$ cat src/hw/rtl/mde_pkg.sv
// Shared types, constants and helper functions of the multicast destination expander.
`default_nettype none

package mde_pkg;

    localparam int MAX_RANK   = 4;
    localparam int MAX_NODES  = 64;
    localparam int DEST_W     = 10;
    localparam int NODE_W     = 6;
    localparam int EXT_W      = 7;
    localparam int RANK_W     = 3;
    localparam int DIM_IDX_W  = 2;
    localparam int CNT_W      = 7;
    localparam int STEP_W     = 4;
    localparam int CFG_IDX_W  = 3;
    localparam int CFG_DATA_W = 7;

    // Configuration register indexes.
    localparam logic [CFG_IDX_W-1:0] CFG_ARRAY_RANK = 3'd0;
    localparam logic [CFG_IDX_W-1:0] CFG_DIM_SIZE_0 = 3'd1;
    localparam logic [CFG_IDX_W-1:0] CFG_DIM_SIZE_1 = 3'd2;
    localparam logic [CFG_IDX_W-1:0] CFG_DIM_SIZE_2 = 3'd3;
    localparam logic [CFG_IDX_W-1:0] CFG_DIM_SIZE_3 = 3'd4;
    localparam logic [CFG_IDX_W-1:0] CFG_PROC_COUNT = 3'd5;

    typedef enum logic [2:0] {
        S_IDLE,
        S_DIV_CODE,
        S_CLASSIFY,
        S_START_DIGIT,
        S_DIGIT,
        S_EMIT
    } t_state;

    typedef struct packed {
        logic [RANK_W-1:0]               array_rank;
        logic [MAX_RANK-1:0][EXT_W-1:0]  dim_size;
        logic [EXT_W-1:0]                processor_count;
    } t_cfg;

    typedef struct packed {
        logic cap_in;
        logic cap_code;
        logic start_digit;
        logic cap_digit;
        logic emit_single;
        logic emit_sweep;
    } t_cmd;

    typedef struct packed {
        logic div_done;
        logic is_full;
        logic is_zero;
        logic digit_last;
        logic emit_last;
        logic out_free;
    } t_sts;

    // A zero extent or node count behaves as one.
    function automatic logic [EXT_W-1:0] extent_eff(input logic [EXT_W-1:0] v);
        extent_eff = (v == '0) ? EXT_W'(1) : v;
    endfunction

    // Rank zero behaves as one; ranks above the maximum are clamped.
    function automatic logic [RANK_W-1:0] rank_eff(input logic [RANK_W-1:0] r);
        if (r == '0) begin
            rank_eff = RANK_W'(1);
        end else if (r > RANK_W'(MAX_RANK)) begin
            rank_eff = RANK_W'(MAX_RANK);
        end else begin
            rank_eff = r;
        end
    endfunction

endpackage

`default_nettype wire

$ cat src/hw/rtl/mde_div.sv
// Iterative restoring divider, one quotient bit per cycle, shared by all divisions.
`default_nettype none

module mde_div (
    input  wire logic                        i_clk,
    input  wire logic                        i_rst_n,
    input  wire logic                        i_start,
    input  wire logic [mde_pkg::DEST_W-1:0]  i_dividend,
    input  wire logic [mde_pkg::EXT_W-1:0]   i_divisor,
    output logic                             o_done,
    output logic [mde_pkg::DEST_W-1:0]       o_quot,
    output logic [mde_pkg::EXT_W-1:0]        o_rem
);
    import mde_pkg::*;

    logic                r_busy, n_busy;
    logic                r_done, n_done;
    logic [STEP_W-1:0]   r_cnt, n_cnt;
    logic [DEST_W-1:0]   r_quot, n_quot;
    logic [EXT_W-1:0]    r_rem, n_rem;
    logic [EXT_W-1:0]    r_div, n_div;
    logic [EXT_W:0]      trial;
    logic [EXT_W:0]      diff;
    logic                ge;

    assign trial = {r_rem, r_quot[DEST_W-1]};
    assign diff  = trial - {1'b0, r_div};
    assign ge    = (trial >= {1'b0, r_div});

    always_comb begin
        n_busy = r_busy;
        n_done = 1'b0;
        n_cnt  = r_cnt;
        n_quot = r_quot;
        n_rem  = r_rem;
        n_div  = r_div;
        if (i_start) begin
            n_busy = 1'b1;
            n_cnt  = '0;
            n_quot = i_dividend;
            n_rem  = '0;
            n_div  = i_divisor;
        end else if (r_busy) begin
            // The partial remainder stays below the divisor, so its top bit drops out.
            n_rem  = ge ? diff[EXT_W-1:0] : trial[EXT_W-1:0];
            n_quot = {r_quot[DEST_W-2:0], ge};
            n_cnt  = r_cnt + STEP_W'(1);
            if (r_cnt == STEP_W'(DEST_W - 1)) begin
                n_busy = 1'b0;
                n_done = 1'b1;
            end
        end
    end

    always_ff @(posedge i_clk) begin
        if (!i_rst_n) begin
            r_busy <= 1'b0;
            r_done <= 1'b0;
        end else begin
            r_busy <= n_busy;
            r_done <= n_done;
        end
        r_cnt  <= n_cnt;
        r_quot <= n_quot;
        r_rem  <= n_rem;
        r_div  <= n_div;
    end

    assign o_done = r_done;
    assign o_quot = r_quot;
    assign o_rem  = r_rem;

endmodule

`default_nettype wire

$ cat src/hw/rtl/mde_datapath.sv
// Datapath: code split, mixed-radix digits, target odometer and output register.
`default_nettype none

module mde_datapath (
    input  wire logic                        i_clk,
    input  wire logic                        i_rst_n,
    input  wire mde_pkg::t_cfg               i_cfg,
    input  wire mde_pkg::t_cmd               i_cmd,
    output mde_pkg::t_sts                    o_sts,
    input  wire logic [mde_pkg::DEST_W-1:0]  i_dest_code,
    input  wire logic                        i_asynchronous,
    output logic                             o_out_valid,
    input  wire logic                        i_out_ready,
    output logic [mde_pkg::NODE_W-1:0]       o_target_node,
    output logic                             o_is_broadcast,
    output logic                             o_asynchronous_out,
    output logic                             o_last_of_run
);
    import mde_pkg::*;

    logic                     div_start;
    logic [DEST_W-1:0]        div_dividend;
    logic [EXT_W-1:0]         div_divisor;
    logic                     div_done;
    logic [DEST_W-1:0]        div_quot;
    logic [EXT_W-1:0]         div_rem;

    logic                     r_async;
    logic [DEST_W-1:0]        r_mask;
    logic [EXT_W-1:0]         r_rest;
    logic [DIM_IDX_W-1:0]     r_d;
    logic [CNT_W-1:0]         r_total;
    logic [CNT_W-1:0]         r_k;
    logic [EXT_W-1:0]         r_dig [MAX_RANK];
    logic [NODE_W-1:0]        r_w   [MAX_RANK];
    logic [EXT_W-1:0]         dig_nx [MAX_RANK];
    logic [EXT_W-1:0]         ext   [MAX_RANK];

    logic                     r_out_valid;
    logic [NODE_W-1:0]        r_out_node;
    logic                     r_out_bc;
    logic                     r_out_async;
    logic                     r_out_last;

    logic [RANK_W-1:0]        rank;
    logic [EXT_W-1:0]         e_cur;
    logic [2*NODE_W-1:0]      w_prod;
    logic [2*EXT_W-1:0]       tot_prod;
    logic [CNT_W-1:0]         tot_next;
    logic [NODE_W-1:0]        node;
    logic                     is_full;
    logic                     out_free;
    logic                     emit_last;
    logic                     swept;

    assign rank  = rank_eff(i_cfg.array_rank);
    assign e_cur = ext[r_d];
    assign swept = r_mask[r_d];

    always_comb begin
        for (int i = 0; i < MAX_RANK; i++) begin
            ext[i] = extent_eff(i_cfg.dim_size[i]);
        end
    end

    // The code is divided by the node count first, then the base by each extent in turn.
    assign div_start    = i_cmd.cap_in | i_cmd.start_digit;
    assign div_dividend = i_cmd.cap_in ? i_dest_code : {{(DEST_W-EXT_W){1'b0}}, r_rest};
    assign div_divisor  = i_cmd.cap_in ? extent_eff(i_cfg.processor_count) : e_cur;

    mde_div u_div (
        .i_clk      (i_clk),
        .i_rst_n    (i_rst_n),
        .i_start    (div_start),
        .i_dividend (div_dividend),
        .i_divisor  (div_divisor),
        .o_done     (div_done),
        .o_quot     (div_quot),
        .o_rem      (div_rem)
    );

    assign is_full   = (r_mask == ~({DEST_W{1'b1}} << rank));
    assign w_prod    = r_w[r_d] * e_cur[NODE_W-1:0];
    assign tot_prod  = r_total * e_cur;
    assign tot_next  = (tot_prod > (2*EXT_W)'(MAX_NODES)) ? CNT_W'(MAX_NODES)
                                                          : tot_prod[CNT_W-1:0];
    assign emit_last = ((r_k + CNT_W'(1)) == r_total);
    assign out_free  = !r_out_valid || i_out_ready;

    // Linear node index modulo 64: only the low bits of each digit and weight matter.
    always_comb begin
        logic [2*NODE_W-1:0] prod;
        node = '0;
        for (int i = 0; i < MAX_RANK; i++) begin
            prod = r_dig[i][NODE_W-1:0] * r_w[i];
            node = node + prod[NODE_W-1:0];
        end
    end

    // Odometer over the swept dimensions; the highest swept dimension moves fastest.
    always_comb begin
        logic carry;
        carry = 1'b1;
        for (int i = MAX_RANK - 1; i >= 0; i--) begin
            dig_nx[i] = r_dig[i];
            if ((RANK_W'(i) < rank) && r_mask[i] && carry) begin
                if (r_dig[i] == ext[i] - EXT_W'(1)) begin
                    dig_nx[i] = '0;
                end else begin
                    dig_nx[i] = r_dig[i] + EXT_W'(1);
                    carry     = 1'b0;
                end
            end
        end
    end

    always_ff @(posedge i_clk) begin
        if (!i_rst_n) begin
            r_total <= CNT_W'(1);
        end else if (i_cmd.cap_code) begin
            r_total <= CNT_W'(1);
        end else if (i_cmd.cap_digit && swept) begin
            r_total <= tot_next;
        end

        if (i_cmd.cap_in) begin
            r_async <= i_asynchronous;
        end

        if (i_cmd.cap_code) begin
            r_mask <= div_quot;
            r_rest <= div_rem;
            r_d    <= '0;
            r_k    <= '0;
            for (int i = 0; i < MAX_RANK; i++) begin
                r_dig[i] <= '0;
                r_w[i]   <= (i == 0) ? NODE_W'(1) : '0;
            end
        end else if (i_cmd.cap_digit) begin
            // Swept dimensions start their sweep at coordinate zero.
            r_dig[r_d] <= swept ? '0 : div_rem;
            r_rest     <= div_quot[EXT_W-1:0];
            if (r_d != DIM_IDX_W'(MAX_RANK - 1)) begin
                r_w[r_d + DIM_IDX_W'(1)] <= w_prod[NODE_W-1:0];
            end
            r_d <= r_d + DIM_IDX_W'(1);
        end else if (i_cmd.emit_sweep) begin
            for (int i = 0; i < MAX_RANK; i++) begin
                r_dig[i] <= dig_nx[i];
            end
            r_k <= r_k + CNT_W'(1);
        end
    end

    always_ff @(posedge i_clk) begin
        if (!i_rst_n) begin
            r_out_valid <= 1'b0;
        end else if (i_cmd.emit_single || i_cmd.emit_sweep) begin
            r_out_valid <= 1'b1;
        end else if (i_out_ready) begin
            r_out_valid <= 1'b0;
        end

        if (i_cmd.emit_single) begin
            r_out_node  <= is_full ? '0 : r_rest[NODE_W-1:0];
            r_out_bc    <= is_full;
            r_out_async <= r_async;
            r_out_last  <= 1'b1;
        end else if (i_cmd.emit_sweep) begin
            r_out_node  <= node;
            r_out_bc    <= 1'b0;
            r_out_async <= r_async;
            r_out_last  <= emit_last;
        end
    end

    always_comb begin
        o_sts.div_done   = div_done;
        o_sts.is_full    = is_full;
        o_sts.is_zero    = (r_mask == '0);
        o_sts.digit_last = ({1'b0, r_d} == rank - RANK_W'(1));
        o_sts.emit_last  = emit_last;
        o_sts.out_free   = out_free;
    end

    assign o_out_valid        = r_out_valid;
    assign o_target_node      = r_out_node;
    assign o_is_broadcast     = r_out_bc;
    assign o_asynchronous_out = r_out_async;
    assign o_last_of_run      = r_out_last;

`ifndef SYNTH
    a_sweep_in_range: assert property (@(posedge i_clk) disable iff (!i_rst_n)
        i_cmd.emit_sweep |-> (r_k < r_total))
        else $error("sweep emits beyond the target count");

    a_capture_on_done: assert property (@(posedge i_clk) disable iff (!i_rst_n)
        (i_cmd.cap_code || i_cmd.cap_digit) |-> div_done)
        else $error("divider result captured before it is done");

    a_total_bounded: assert property (@(posedge i_clk) disable iff (!i_rst_n)
        (r_total != '0) && (r_total <= CNT_W'(MAX_NODES)))
        else $error("target count out of range");
`endif

endmodule

`default_nettype wire

$ cat src/hw/rtl/mde_ctrl.sv
// Controller state machine that sequences division, digit extraction and emission.
`default_nettype none

module mde_ctrl (
    input  wire logic           i_clk,
    input  wire logic           i_rst_n,
    input  wire logic           i_in_valid,
    output logic                o_in_ready,
    input  wire mde_pkg::t_sts  i_sts,
    output mde_pkg::t_cmd       o_cmd
);
    import mde_pkg::*;

    t_state r_state, n_state;

    always_ff @(posedge i_clk) begin
        if (!i_rst_n) begin
            r_state <= S_IDLE;
        end else begin
            r_state <= n_state;
        end
    end

    always_comb begin
        n_state    = r_state;
        o_cmd      = '0;
        o_in_ready = 1'b0;
        case (r_state)
            S_IDLE: begin
                o_in_ready = 1'b1;
                if (i_in_valid) begin
                    o_cmd.cap_in = 1'b1;
                    n_state      = S_DIV_CODE;
                end
            end
            S_DIV_CODE: begin
                if (i_sts.div_done) begin
                    o_cmd.cap_code = 1'b1;
                    n_state        = S_CLASSIFY;
                end
            end
            S_CLASSIFY: begin
                // A full or empty mask needs a single result and no digits.
                if (i_sts.is_full || i_sts.is_zero) begin
                    if (i_sts.out_free) begin
                        o_cmd.emit_single = 1'b1;
                        n_state           = S_IDLE;
                    end
                end else begin
                    n_state = S_START_DIGIT;
                end
            end
            S_START_DIGIT: begin
                o_cmd.start_digit = 1'b1;
                n_state           = S_DIGIT;
            end
            S_DIGIT: begin
                if (i_sts.div_done) begin
                    o_cmd.cap_digit = 1'b1;
                    n_state         = i_sts.digit_last ? S_EMIT : S_START_DIGIT;
                end
            end
            S_EMIT: begin
                if (i_sts.out_free) begin
                    o_cmd.emit_sweep = 1'b1;
                    if (i_sts.emit_last) begin
                        n_state = S_IDLE;
                    end
                end
            end
            default: begin
                n_state = S_IDLE;
            end
        endcase
    end

endmodule

`default_nettype wire

$ cat src/hw/rtl/multicast_destination_expander.sv
// Top level: configuration registers, controller and datapath of the expander.
`default_nettype none

// Each accepted destination code is split by the node count into a replicate
// mask and a base node, using one shared divider that produces a quotient bit
// per cycle. A code whose mask is zero or full yields one result once the
// output register is free, and the next code can be taken in the cycle in
// which that result appears. Any other mask first extracts one mixed-radix
// digit per dimension through the same divider, and then delivers one target
// per cycle while the output is taken. A new code is accepted while the last
// result of the previous one still waits in the output register. Configuration
// writes are always ready and take effect at once; write them only while the
// block is idle.
module multicast_destination_expander (
    input  wire logic                            i_clk,
    input  wire logic                            i_rst_n,
    input  wire logic                            i_cfg_valid,
    output logic                                 o_cfg_ready,
    input  wire logic [mde_pkg::CFG_IDX_W-1:0]   i_cfg_index,
    input  wire logic [mde_pkg::CFG_DATA_W-1:0]  i_cfg_data,
    input  wire logic                            i_in_valid,
    output logic                                 o_in_ready,
    input  wire logic [mde_pkg::DEST_W-1:0]      i_dest_code,
    input  wire logic                            i_asynchronous,
    output logic                                 o_out_valid,
    input  wire logic                            i_out_ready,
    output logic [mde_pkg::NODE_W-1:0]           o_target_node,
    output logic                                 o_is_broadcast,
    output logic                                 o_asynchronous_out,
    output logic                                 o_last_of_run
);
    import mde_pkg::*;

    t_cfg r_cfg, n_cfg;
    t_cmd cmd;
    t_sts sts;

    assign o_cfg_ready = 1'b1;

    always_comb begin
        n_cfg = r_cfg;
        if (i_cfg_valid) begin
            case (i_cfg_index)
                CFG_ARRAY_RANK: n_cfg.array_rank      = i_cfg_data[RANK_W-1:0];
                CFG_DIM_SIZE_0: n_cfg.dim_size[0]     = i_cfg_data[EXT_W-1:0];
                CFG_DIM_SIZE_1: n_cfg.dim_size[1]     = i_cfg_data[EXT_W-1:0];
                CFG_DIM_SIZE_2: n_cfg.dim_size[2]     = i_cfg_data[EXT_W-1:0];
                CFG_DIM_SIZE_3: n_cfg.dim_size[3]     = i_cfg_data[EXT_W-1:0];
                CFG_PROC_COUNT: n_cfg.processor_count = i_cfg_data[EXT_W-1:0];
                default: begin
                end
            endcase
        end
    end

    always_ff @(posedge i_clk) begin
        if (!i_rst_n) begin
            r_cfg.array_rank      <= RANK_W'(1);
            r_cfg.processor_count <= EXT_W'(1);
            for (int i = 0; i < MAX_RANK; i++) begin
                r_cfg.dim_size[i] <= EXT_W'(1);
            end
        end else begin
            r_cfg <= n_cfg;
        end
    end

    mde_ctrl u_ctrl (
        .i_clk      (i_clk),
        .i_rst_n    (i_rst_n),
        .i_in_valid (i_in_valid),
        .o_in_ready (o_in_ready),
        .i_sts      (sts),
        .o_cmd      (cmd)
    );

    mde_datapath u_dp (
        .i_clk              (i_clk),
        .i_rst_n            (i_rst_n),
        .i_cfg              (r_cfg),
        .i_cmd              (cmd),
        .o_sts              (sts),
        .i_dest_code        (i_dest_code),
        .i_asynchronous     (i_asynchronous),
        .o_out_valid        (o_out_valid),
        .i_out_ready        (i_out_ready),
        .o_target_node      (o_target_node),
        .o_is_broadcast     (o_is_broadcast),
        .o_asynchronous_out (o_asynchronous_out),
        .o_last_of_run      (o_last_of_run)
    );

endmodule

`default_nettype wire

$ cat config.mk
export PLATFORM = sky130hd
export DESIGN_NAME = multicast_destination_expander
export DESIGN_NICKNAME = d
export VERILOG_FILES = /design/src/hw/rtl/mde_pkg.sv /design/src/hw/rtl/mde_div.sv /design/src/hw/rtl/mde_datapath.sv /design/src/hw/rtl/mde_ctrl.sv /design/src/hw/rtl/multicast_destination_expander.sv
export SDC_FILE = /design/constraint.sdc
export NUM_CORES = 1
export LEC_CHECK = 0
export BUFFER_PORTS_ARGS = -buffer_cell sky130_fd_sc_hd__buf_2
export CORE_MARGIN = 2
export CORE_UTILIZATION = 42
export CTS_CLUSTER_DIAMETER = 30
export DETAILED_ROUTE_END_ITERATION = 12
export GPL_ROUTABILITY_DRIVEN = 0
export HOLD_SLACK_MARGIN = 0.03
export MAX_ROUTING_LAYER = met4
export SLEW_MARGIN = 25
export SYNTH_ARGS = -nofsm -noshare
export SYNTH_HDL_FRONTEND = slang
export SYNTH_SLANG_ARGS = --single-unit
$ cat constraint.sdc
create_clock -name i_clk -period 7.9 [get_ports i_clk]
set_input_delay 0.395 -clock i_clk [delete_from_list [all_inputs] [get_ports i_clk]]
set_output_delay 0.395 -clock i_clk [all_outputs]
set_load 0.05 [all_outputs]
After elaboration in Yosys (flattened, before gate mapping). Memory sizes are Yosys's and may differ from the RTL's. A register that Yosys moved wholly into a read port is not among the register bits. Cells that the tools add are included.

$add $sub $neg: 16. Multipliers: 6. Divide/modulo/power cells: 0. Magnitude comparators: 9. Equality and inequality tests: 25. Shifts and indexed selects: 1. Mux-type cells: 93. Bitwise gates (word level): 10. Reductions and logical operators: 37.

Operators with widths (count): 2-to-1 mux 7 bit (26); 2-to-1 mux 1 bit (43); adder 7 x 1 -> 7 bit (second input constant) (5); == test 7 bit (5); zero test 7 bit (5); multiplier 6 x 6 -> 6 bit (5); 2-to-1 mux 10 bit (3); 2-to-1 mux 3 bit (10); subtractor 7 x 1 -> 7 bit (second input constant) (4); 2-to-1 mux 6 bit (4); adder 6 bit (3); one-hot mux 3 bit (6 select lines) (1); binary-select mux 7 bit (select 2 bit) (1); > comparator 14 x 7 -> 1 bit (second input constant) (1); multiplier 7 x 7 -> 14 bit (1); AND reduction 2 bit (7); == test 3 x 2 -> 1 bit (second input constant) (4); == test 3 bit (second input constant) (4); == test 10 bit (1); zero test 10 bit (1); inverter 10 bit (1); left shift 10 x 3 -> 10 bit (first input constant) (1); zero test 3 bit (3); >= comparator 8 x 7 -> 1 bit (1); 29 further kinds (57).

Flip-flop bits (word level): 115. Bits in latches: 0. RAM bits: 52. Bits in read-only memories: 0. Input bits: 26. Output and inout port bits: 12. Memories: 2.

Memory list: u_dp.r_dig (words 4, bits a word 7, rd ports 4, clocked after memory_dff 0, write ports 4, RTL line mde_datapath.sv:34) `logic [EXT_W-1:0] r_dig [MAX_RANK];`; u_dp.r_w (words 4, bits a word 6, rd ports 5, clocked after memory_dff 1, write ports 4, RTL line mde_datapath.sv:35) `logic [NODE_W-1:0] r_w [MAX_RANK];`.

Depth between registers and ports, before layout. Gate-level depths: netlist of the first run.

Word-level depth: 14. Mapped depth: 23. Depth with buffers taken out: 22.

Cells and area by module. A second synthesis of the first run with hierarchy kept.

Cells, all modules: 1378. Area, all modules: 13467.9 sq um.

Modules (own cells, without submodules): mde_datapath (times used 1, cells each 1038, area each 10005.8 sq um, sequential area each 2742.6 sq um); mde_div (times used 1, cells each 161, area each 1699.1 sq um, sequential area each 770.7 sq um); multicast_destination_expander (times used 1, cells each 139, area each 1476.4 sq um, sequential area each 760.7 sq um); mde_ctrl (times used 1, cells each 40, area each 286.5 sq um, sequential area each 60.1 sq um).

Least setup slack after synthesis of the first run. OpenSTA, ideal clock, no wires.

Path type: register to register. Start: mem u_dp.r_dig[2][2]. End: reg u_dp.r_out_node[5] (netlist: u_dp.o_target_node[5]), data pin. Data arrival time: 5.764 ns. Data required time: 7.638 ns. Slack: 1.874 ns. Cell stages (with the launch flop): 22. Buffers on the path: 1. Period minus slack after synthesis: 6.026 ns. Cells stage by stage: edfxtp_1 clkbuf_1 and2_1 fa_1 inv_1 fa_1 fa_1 inv_1 fa_1 inv_1 fa_1 fa_1 inv_1 fa_1 inv_1 fa_1 xor2_1 xnor2_1 xnor2_1 xnor2_1 xnor2_1 mux2i_1.

RTL lines: from (decl) (RTL line mde_datapath.sv:34); to (signal assigned) (RTL line mde_datapath.sv:165) `r_out_node <= is_full ? '0 : r_rest[NODE_W-1:0];`; to (signal assigned) (RTL line mde_datapath.sv:170) `r_out_node <= node;`; to (decl) (RTL line mde_datapath.sv:40) `logic [NODE_W-1:0] r_out_node;`.

==> flow_summary.yaml, run 1 <==
outcome:
  status: "complete, no violations"
synth:
  ys_top_cells_by_count: "nand2_1 (244), ha_1 (103), edfxtp_1 (95), and2_1 (93), xnor2_1 (92)"
  yosys-mux-area-fraction: 0.0389
  synth_top_family_by_area: "simple AND/OR/NAND/NOR gates"
  syn-instance-count: 1401
  synth_xor_xnor_area_share: 0.0924
  synth-main-ff-cell: "edfxtp_1"
  synth_compound_area_frac: 0.0942
  yosysUniqueCellTypes: 73
  synth_top_cell_by_area: "edfxtp_1"
  synth_fa_ha_area_frac: 0.193
  ys_seq_area_frac: 0.331
  yosys.area_share.simple: 0.206
  ys_ff_latch: 169
  ys_warn_count: 0
  synthDominantCellAreaShare: 0.218
  synth-edff-count: 95
  synth.most_common_cell: "nand2_1"
  synth_nets: 1592
  post_synth_instance_area_um2: 13100
  syn_avg_cell_area_um2: 9.34
  yosys-top-cells-area: "edfxtp_1 (22%), dfxtp_1 (11%), ha_1 (9.8%), fa_1 (9.5%), nand2_1 (7.0%)"
  async_reset_ff_frac: 0
global_route:
  antenna_found_initial: 0
  met2_usage: 0.336
  busiest_layer: "met2"
  grt_pass1_wl_mm: 55.4
  met1_usage: 0.307
  grt_start_max_net_pins: 36
  track_usage: 0.224
  grt_overflow: 0
  grt_pass1_vias: 9942
  use_met3: 0.0350
clock_tree:
  cts.hold.buffers_added: 0
  cts.sinks: 169
  cts-resized-gates: 0
  clockRootBuffer: "clkbuf_16"
  clk_pin_slew_ns: 0.07
  cts_tree: "built"
  cts_made_buffers: 17
  cts_setup_buffers: 0
  insertion_delay_ns: 0.44
  cts-htree-levels: 4
  cts_max_path_buffers: 2
worst_setup_path:
  rr_endpoint: "u_dp.o_target_node[5]$_DFFE_PP_"
  slowest_delay_ns: 0.55
  rr_startpoint: "u_dp.r_dig[2][2]$_DFFE_PP_"
  crit_path_end_kind: "flop"
  path_cells: "and2_1 > fa_1 > inv_1 > fa_1 > fa_1 > inv_1 > fa_1 > inv_1 > fa_1 > fa_1 > inv_1 > fa_1 > inv_1 > fa_1 > xor2_1 > xnor2_1 > xnor2_1 > xnor2_1 > xnor2_1 > mux2i_1"
  cp_data_arrival_time_ns: 6.45
  required_ns: 8.06
  r2r_cells: 20
  critPathLaunchType: "flop"
  critPathMaxFanout: 10
  worstSetupPathType: "flop to flop"
  worst_path_most_repeated_cell: "fa_1"
  ff2ff_setup_slack_ns: 1.62
  slowest_stage: "edfxtp_1"
floorplanning:
  start_util: 0.427
  die_area_um2: 32600
  rows: 64
  core_area_um2: 30700
  die_x_um: 181
  die_height_um: 181
  ioPinCount: 38
placed_design:
  dp_hpwl_mm: 27.0
  port_buffers: 36
  dpl.cell_count: 1784
  dp_worst_setup_slack_ns: 1.61
hold_path:
  min_delay_path_depth: 1
  holdPathEnd: "u_dp.r_async$_DFFE_PP_"
  hold_class: "input pin to flop"
  worstHoldStart: "i_asynchronous"
timing:
  grt_setup_unrepaired: "false"
  max_slew_margin: 0.395
  period_share: 0.795
  finalSetupTns_ns: 0
  finalClockSkew_ns: 0.0112
  final-hold-violation-count: 0
  fmaxAchievable_mhz: 159
  fin_crit_ns: 6.28
  slew_viol_final: 0
  worst_slack_ns: 1.62
  hold_slack_ns: 0.135
  tightestPinTransition_ns: 0.904
  setup-violations-final: 0
drt:
  routedWlPerCell_um: 18.9
  dr.pass1.iters: 5
  drcViolationCount: 0
  vias: 10000
  viasPerCell: 5.53
  postRouteAntennaNets: 0
  first_iter_violations: 822
  drt-total-wl_mm: 34.3
cells_and_area:
  nets: 1598
  final_cells: 1816
  insertedDiodeCount: 0
  area_delta_synth_final_pct: 8.01
  drive_gt1_frac: 0.0718
power_and_ir_drop:
  totalPowerFinal_w: 0.00242
  ir_drop_uv: 155
  power_density_nw_per_um2: 172
  p_leak_nw: 5.89
flow_run:
  cap_violations: 0
-- state kept, by name, indices dropped and copies added (netlist names), 2 cells and up, named ones only --
signal and flops:
r_cfg 38, u_ctrl.r_state 3, u_dp.o_target_node 6, u_dp.r_d 2, u_dp.r_dig 28, u_dp.r_k 7
u_dp.r_mask 10, u_dp.r_rest 7, u_dp.r_total 7, u_dp.r_w 24, u_dp.u_div.o_quot 10, u_dp.u_div.o_rem 7
u_dp.u_div.r_cnt 4, u_dp.u_div.r_div 7
-- per-stage QoR --
stage / util / area [um^2]
detailed placement: 0.443 / 13600
global route: 0.461 / 14100
global placement: 0.442 / 13600
finish: 0.461 / 14100
floorplan: - / 13100
CTS: 0.461 / 14100
-- kinds of logic after synthesis --
family                     Yosys count
DFF                                169
and+or+nand+nor                    558
buffers and inverters              145
adders and majority gates          165
AOI/OAI and AO/OA                  195
xor gates and xnor gates           135
other                                1
muxes                               33
-- worst max-delay path: cells and delay by family, from the launching register on --
family | cells | cell delay (ns)
adder cells (fa/ha/maj) | 8 | 4.00
XOR/XNOR | 5 | 0.82
AND/OR/NAND/NOR | 1 | 0.25
multiplexers | 1 | 0.09
buffers and inverters | 5 | 0.28
flip-flops | 1 | 0.55
-- final cells by class --
class                           instances  area (um^2)
Multi-Input combinational cell       1087         8190
Clock buffer                           20          458
Timing Repair Buffer                   38          195
Fill cell                            2946        16500
Clock inverter                         12          106
Tap cell                              396          495
Inverter                               94          354
Sequential cell                       169         4330
-- cells in the final DEF, fill, tap and decap left out, drive strengths merged, types with 4 or more instances in the layout --
| master | synthesis | routed |
|---|---|---|
| nand2 | 244 | 244 |
| ha | 103 | 103 |
| inv | 92 | 100 |
| edfxtp | 95 | 95 |
| and2 | 93 | 93 |
| xnor2 | 92 | 92 |
| dfxtp | 74 | 74 |
| nor2 | 67 | 67 |
| fa | 62 | 62 |
| a21oi | 56 | 56 |
| xor2 | 41 | 41 |
| buf | 12 | 38 |
| nand3 | 36 | 36 |
| o21ai | 36 | 36 |
| nand2b | 28 | 28 |
| o22ai | 28 | 28 |
| nor3 | 20 | 20 |
| clkbuf | 39 | 20 |
| nor2b | 18 | 18 |
| mux2i | 16 | 16 |
| mux4 | 14 | 14 |
| o211ai | 12 | 12 |
| a31oi | 10 | 10 |
| and3 | 9 | 9 |
| nand4 | 9 | 9 |
| or3 | 7 | 7 |
| a21o | 7 | 7 |
| a22oi | 6 | 6 |
| a211oi | 6 | 6 |
| o31ai | 6 | 6 |
| nand3b | 6 | 6 |
| nor4 | 6 | 6 |
| clkinv | 2 | 6 |
| a22o | 5 | 5 |
| o21a | 4 | 4 |
| a2111oi | 4 | 4 |
-- power by group --
group / switching (W) / internal (W)
logic: 0.000289 / 0.000180
registers: 0.0000984 / 0.00103
clock network: 0.000395 / 0.000433
-- metal layers --
metal,vias up,part of all wire,routed length [um]
met5,-,0,0
met2,337,0.45,15300
met3,64,0.058,1990
met1,4836,0.46,15800
li1,4804,-,-
met4,0,0.034,1150
-- worst max path at each step --
stage                                            to  cells past startpoint                  startpoint
floorplan           u_dp.o_target_node[5]$_DFFE_PP_                     21  u_dp.r_dig[2][2]$_DFFE_PP_
global placement    u_dp.o_target_node[5]$_DFFE_PP_                     20  u_dp.r_dig[2][2]$_DFFE_PP_
detailed placement  u_dp.o_target_node[5]$_DFFE_PP_                     20  u_dp.r_dig[2][2]$_DFFE_PP_
CTS                 u_dp.o_target_node[5]$_DFFE_PP_                     20  u_dp.r_dig[2][2]$_DFFE_PP_
finish              u_dp.o_target_node[5]$_DFFE_PP_                     20  u_dp.r_dig[2][2]$_DFFE_PP_
global route        u_dp.o_target_node[5]$_DFFE_PP_                     20  u_dp.r_dig[2][2]$_DFFE_PP_
(Power assumes the default switching activity.)
==> inputs of run 2 (changes only) <==
==> constraint.sdc (replaced) <==
create_clock -name i_clk -period 5.3 [get_ports i_clk]
set_input_delay 0.265 -clock i_clk [delete_from_list [all_inputs] [get_ports i_clk]]
set_output_delay 0.265 -clock i_clk [all_outputs]
set_load 0.05 [all_outputs]
==> run 2 against run 1 <==
Effect of this change:
- sequential share of layout area decreased by 2.0 points
- clock power is 56% higher
- non-clock buffer count rose by 113
- first-iteration DRC count is 8.4% lower
- flip-flop and latch count unchanged
- global-route usage grew 0.45 points
- highest routed layer unchanged
- maximum frequency is 9.6% higher
- the flow now finishes with violations (setup timing)
- power is 52% higher
- via count increased by 3.8%
- largest cell class unchanged
- setup slack worse by 2.1 ns
- clock-buffer cell count fell by 2
- critical path depth unchanged
==> flow_summary.yaml, run 2 (synthesized netlist as in run 1, its figures left out) <==
outcome:
  status: "finished with violations"
  violations: "setup timing"
global_route:
  grt_pass1_vias: 10200
  grt_overflow: 0
  grt_start_max_net_pins: 36
  grt_pass1_wl_mm: 56.6
  antenna_found_initial: 0
  track_usage: 0.228
worst_setup_path:
  required_ns: 5.46
  slowest_delay_ns: 0.53
  critPathMaxFanout: 3
  critPathLaunchType: "flop"
  worst_path_most_repeated_cell: "fa_1"
  worst-path-buf-inv: 5
  critPathTopFamily: "adder cells"
  slowest_stage: "fa_1"
  worstSetupPathType: "flop to flop"
  cp_data_arrival_time_ns: 5.90
  crit_path_end_kind: "flop"
  ff2ff_setup_slack_ns: -0.43
  path_cells: "and2_4 > fa_1 > inv_1 > fa_1 > fa_1 > inv_1 > fa_1 > inv_1 > fa_1 > fa_1 > inv_1 > fa_1 > inv_1 > fa_2 > xor2_1 > xnor2_1 > xnor2_1 > xnor2_1 > xnor2_1 > mux2i_1"
clock_tree:
  cts_tree: "built"
  cts-htree-levels: 4
  cts_made_buffers: 17
  insertion_delay_ns: 0.44
  clk_pin_slew_ns: 0.08
  cts_max_path_buffers: 2
  cts.sinks: 169
  clockRootBuffer: "clkbuf_16"
floorplanning:
  die_height_um: 181
  rows: 64
  die_x_um: 181
  start_util: 0.427
  core_area_um2: 30700
  die_area_um2: 32600
  ioPinCount: 38
drt:
  routedWlPerCell_um: 18.5
  vias: 10400
  drt-total-wl_mm: 35.7
  dr.pass1.iters: 5
  first_iter_violations: 753
  drcViolationCount: 0
  viasPerCell: 5.40
  postRouteAntennaNets: 0
cells_and_area:
  mostFrequentLayoutCells: "nand2_1 (239), buf_4 (109), ha_1 (102), edfxtp_1 (95), xnor2_1 (92)"
  fillCellCount: 2850
  layout_commonest_cell: "nand2_1"
  nets: 1711
  fin_util: 0.494
  insertedDiodeCount: 0
  fin_area_um2: 15200
  largest_reg_flops: 38
  area_delta_synth_final_pct: 15.8
  reg_top3: "r_cfg (38), u_dp.r_dig (28), u_dp.r_w (24)"
  largest-register: "r_cfg"
  final_cells: 1929
  drive_gt1_frac: 0.158
placed_design:
  dpl.cell_count: 1891
  port_buffers: 36
  dp_hpwl_mm: 28.5
  dpl_cell_area_um2: 14400
  dp_worst_setup_slack_ns: -0.463
power_and_ir_drop:
  combPwrFrac: 0.196
  ir_drop_uv: 234
  switchingPower_w: 0.00117
  power_density_nw_per_um2: 242
  p_leak_nw: 6.50
  clkPwrFrac: 0.351
  p_int_w: 0.00251
  p_seq_frac: 0.454
  p_sw_frac: 0.318
timing:
  max_slew_margin: 0.434
  setup-violations-final: 1
  fmaxAchievable_mhz: 174
  finalClockSkew_ns: 0.0178
  period_share: 1.08
  grt_setup_unrepaired: "true"
  final-hold-violation-count: 0
  worst_slack_ns: -0.435
  finalSetupTns_ns: -0.435
  slew_viol_final: 0
  tightestPinTransition_ns: 0.842
  fin_crit_ns: 5.73
hold_path:
  hold_class: "input pin to flop"
flow_run:
  cap_violations: 0
run 2: worst paths after layout:
check	startpoint	endpoint	depth (start not counted)
worst min-delay path	i_dest_code[8]	u_dp.u_div.o_quot[8]$_DFFE_PP_	3
worst max-delay path	u_dp.r_w[2][0]$_SDFFCE_PN0P_	u_dp.o_target_node[5]$_DFFE_PP_	20
worst min register to register	u_dp.u_div.o_quot[7]$_DFFE_PP_	u_dp.r_mask[7]$_DFFE_PP_	0
worst max register to register	u_dp.r_w[2][0]$_SDFFCE_PN0P_	u_dp.o_target_node[5]$_DFFE_PP_	20
run 2: metal layers:
layer	up-vias	part of all wire	track usage
li1	5033	-	-
met1	5054	0.46	0.305
met2	284	0.47	0.364
met3	48	0.048	0.0311
met4	0	0.023	0.0623
met5	-	0	-
run 2: timing repair:
item                                    in CTS  in global routing
gates resized for setup                      6                 25
hold endpoints to repair                     1                  0
endpoints found under the setup margin       8                 13
hold buffers                                 1                  0
pin swaps                                   13                 11
setup buffers                                1                  4
run 2: layout make-up:
type,instances,area [um^2],share of cell area
multi-input combinational,1087,8310,0.548
sequential,169,4340,0.286
timing repair buffer,151,1070,0.0705
tap,396,495,0.0327
clock buffer,18,450,0.0297
inverter,94,353,0.0233
clock inverter,14,150,0.00990
run 2: power groups by stage:
stage          clock, W  combinational [W]  sequential, W
3_5_place_dp          0           0.000709        0.00170
5_1_grt         0.00135           0.000820        0.00168
4_1_cts         0.00130           0.000716        0.00166
3_3_place_gp          0           0.000696        0.00169
6_report        0.00129           0.000719        0.00167
2_1_floorplan         0           0.000557        0.00164
run 2: stage by stage:
step | power, W | hold WS [ns]
6_report | 0.00367 | 0.0858
5_1_grt | 0.00385 | 0.0956
4_1_cts | 0.00368 | 0.0751
3_5_place_dp | 0.00240 | 0.442
3_3_place_gp | 0.00239 | 0.436
2_1_floorplan | 0.00220 | 0.364
run 2: tightest hold or removal path: stages:
cell and delay [ns]:
buf_2 0.07, nand2_1 0.04, nand2_1 0.05
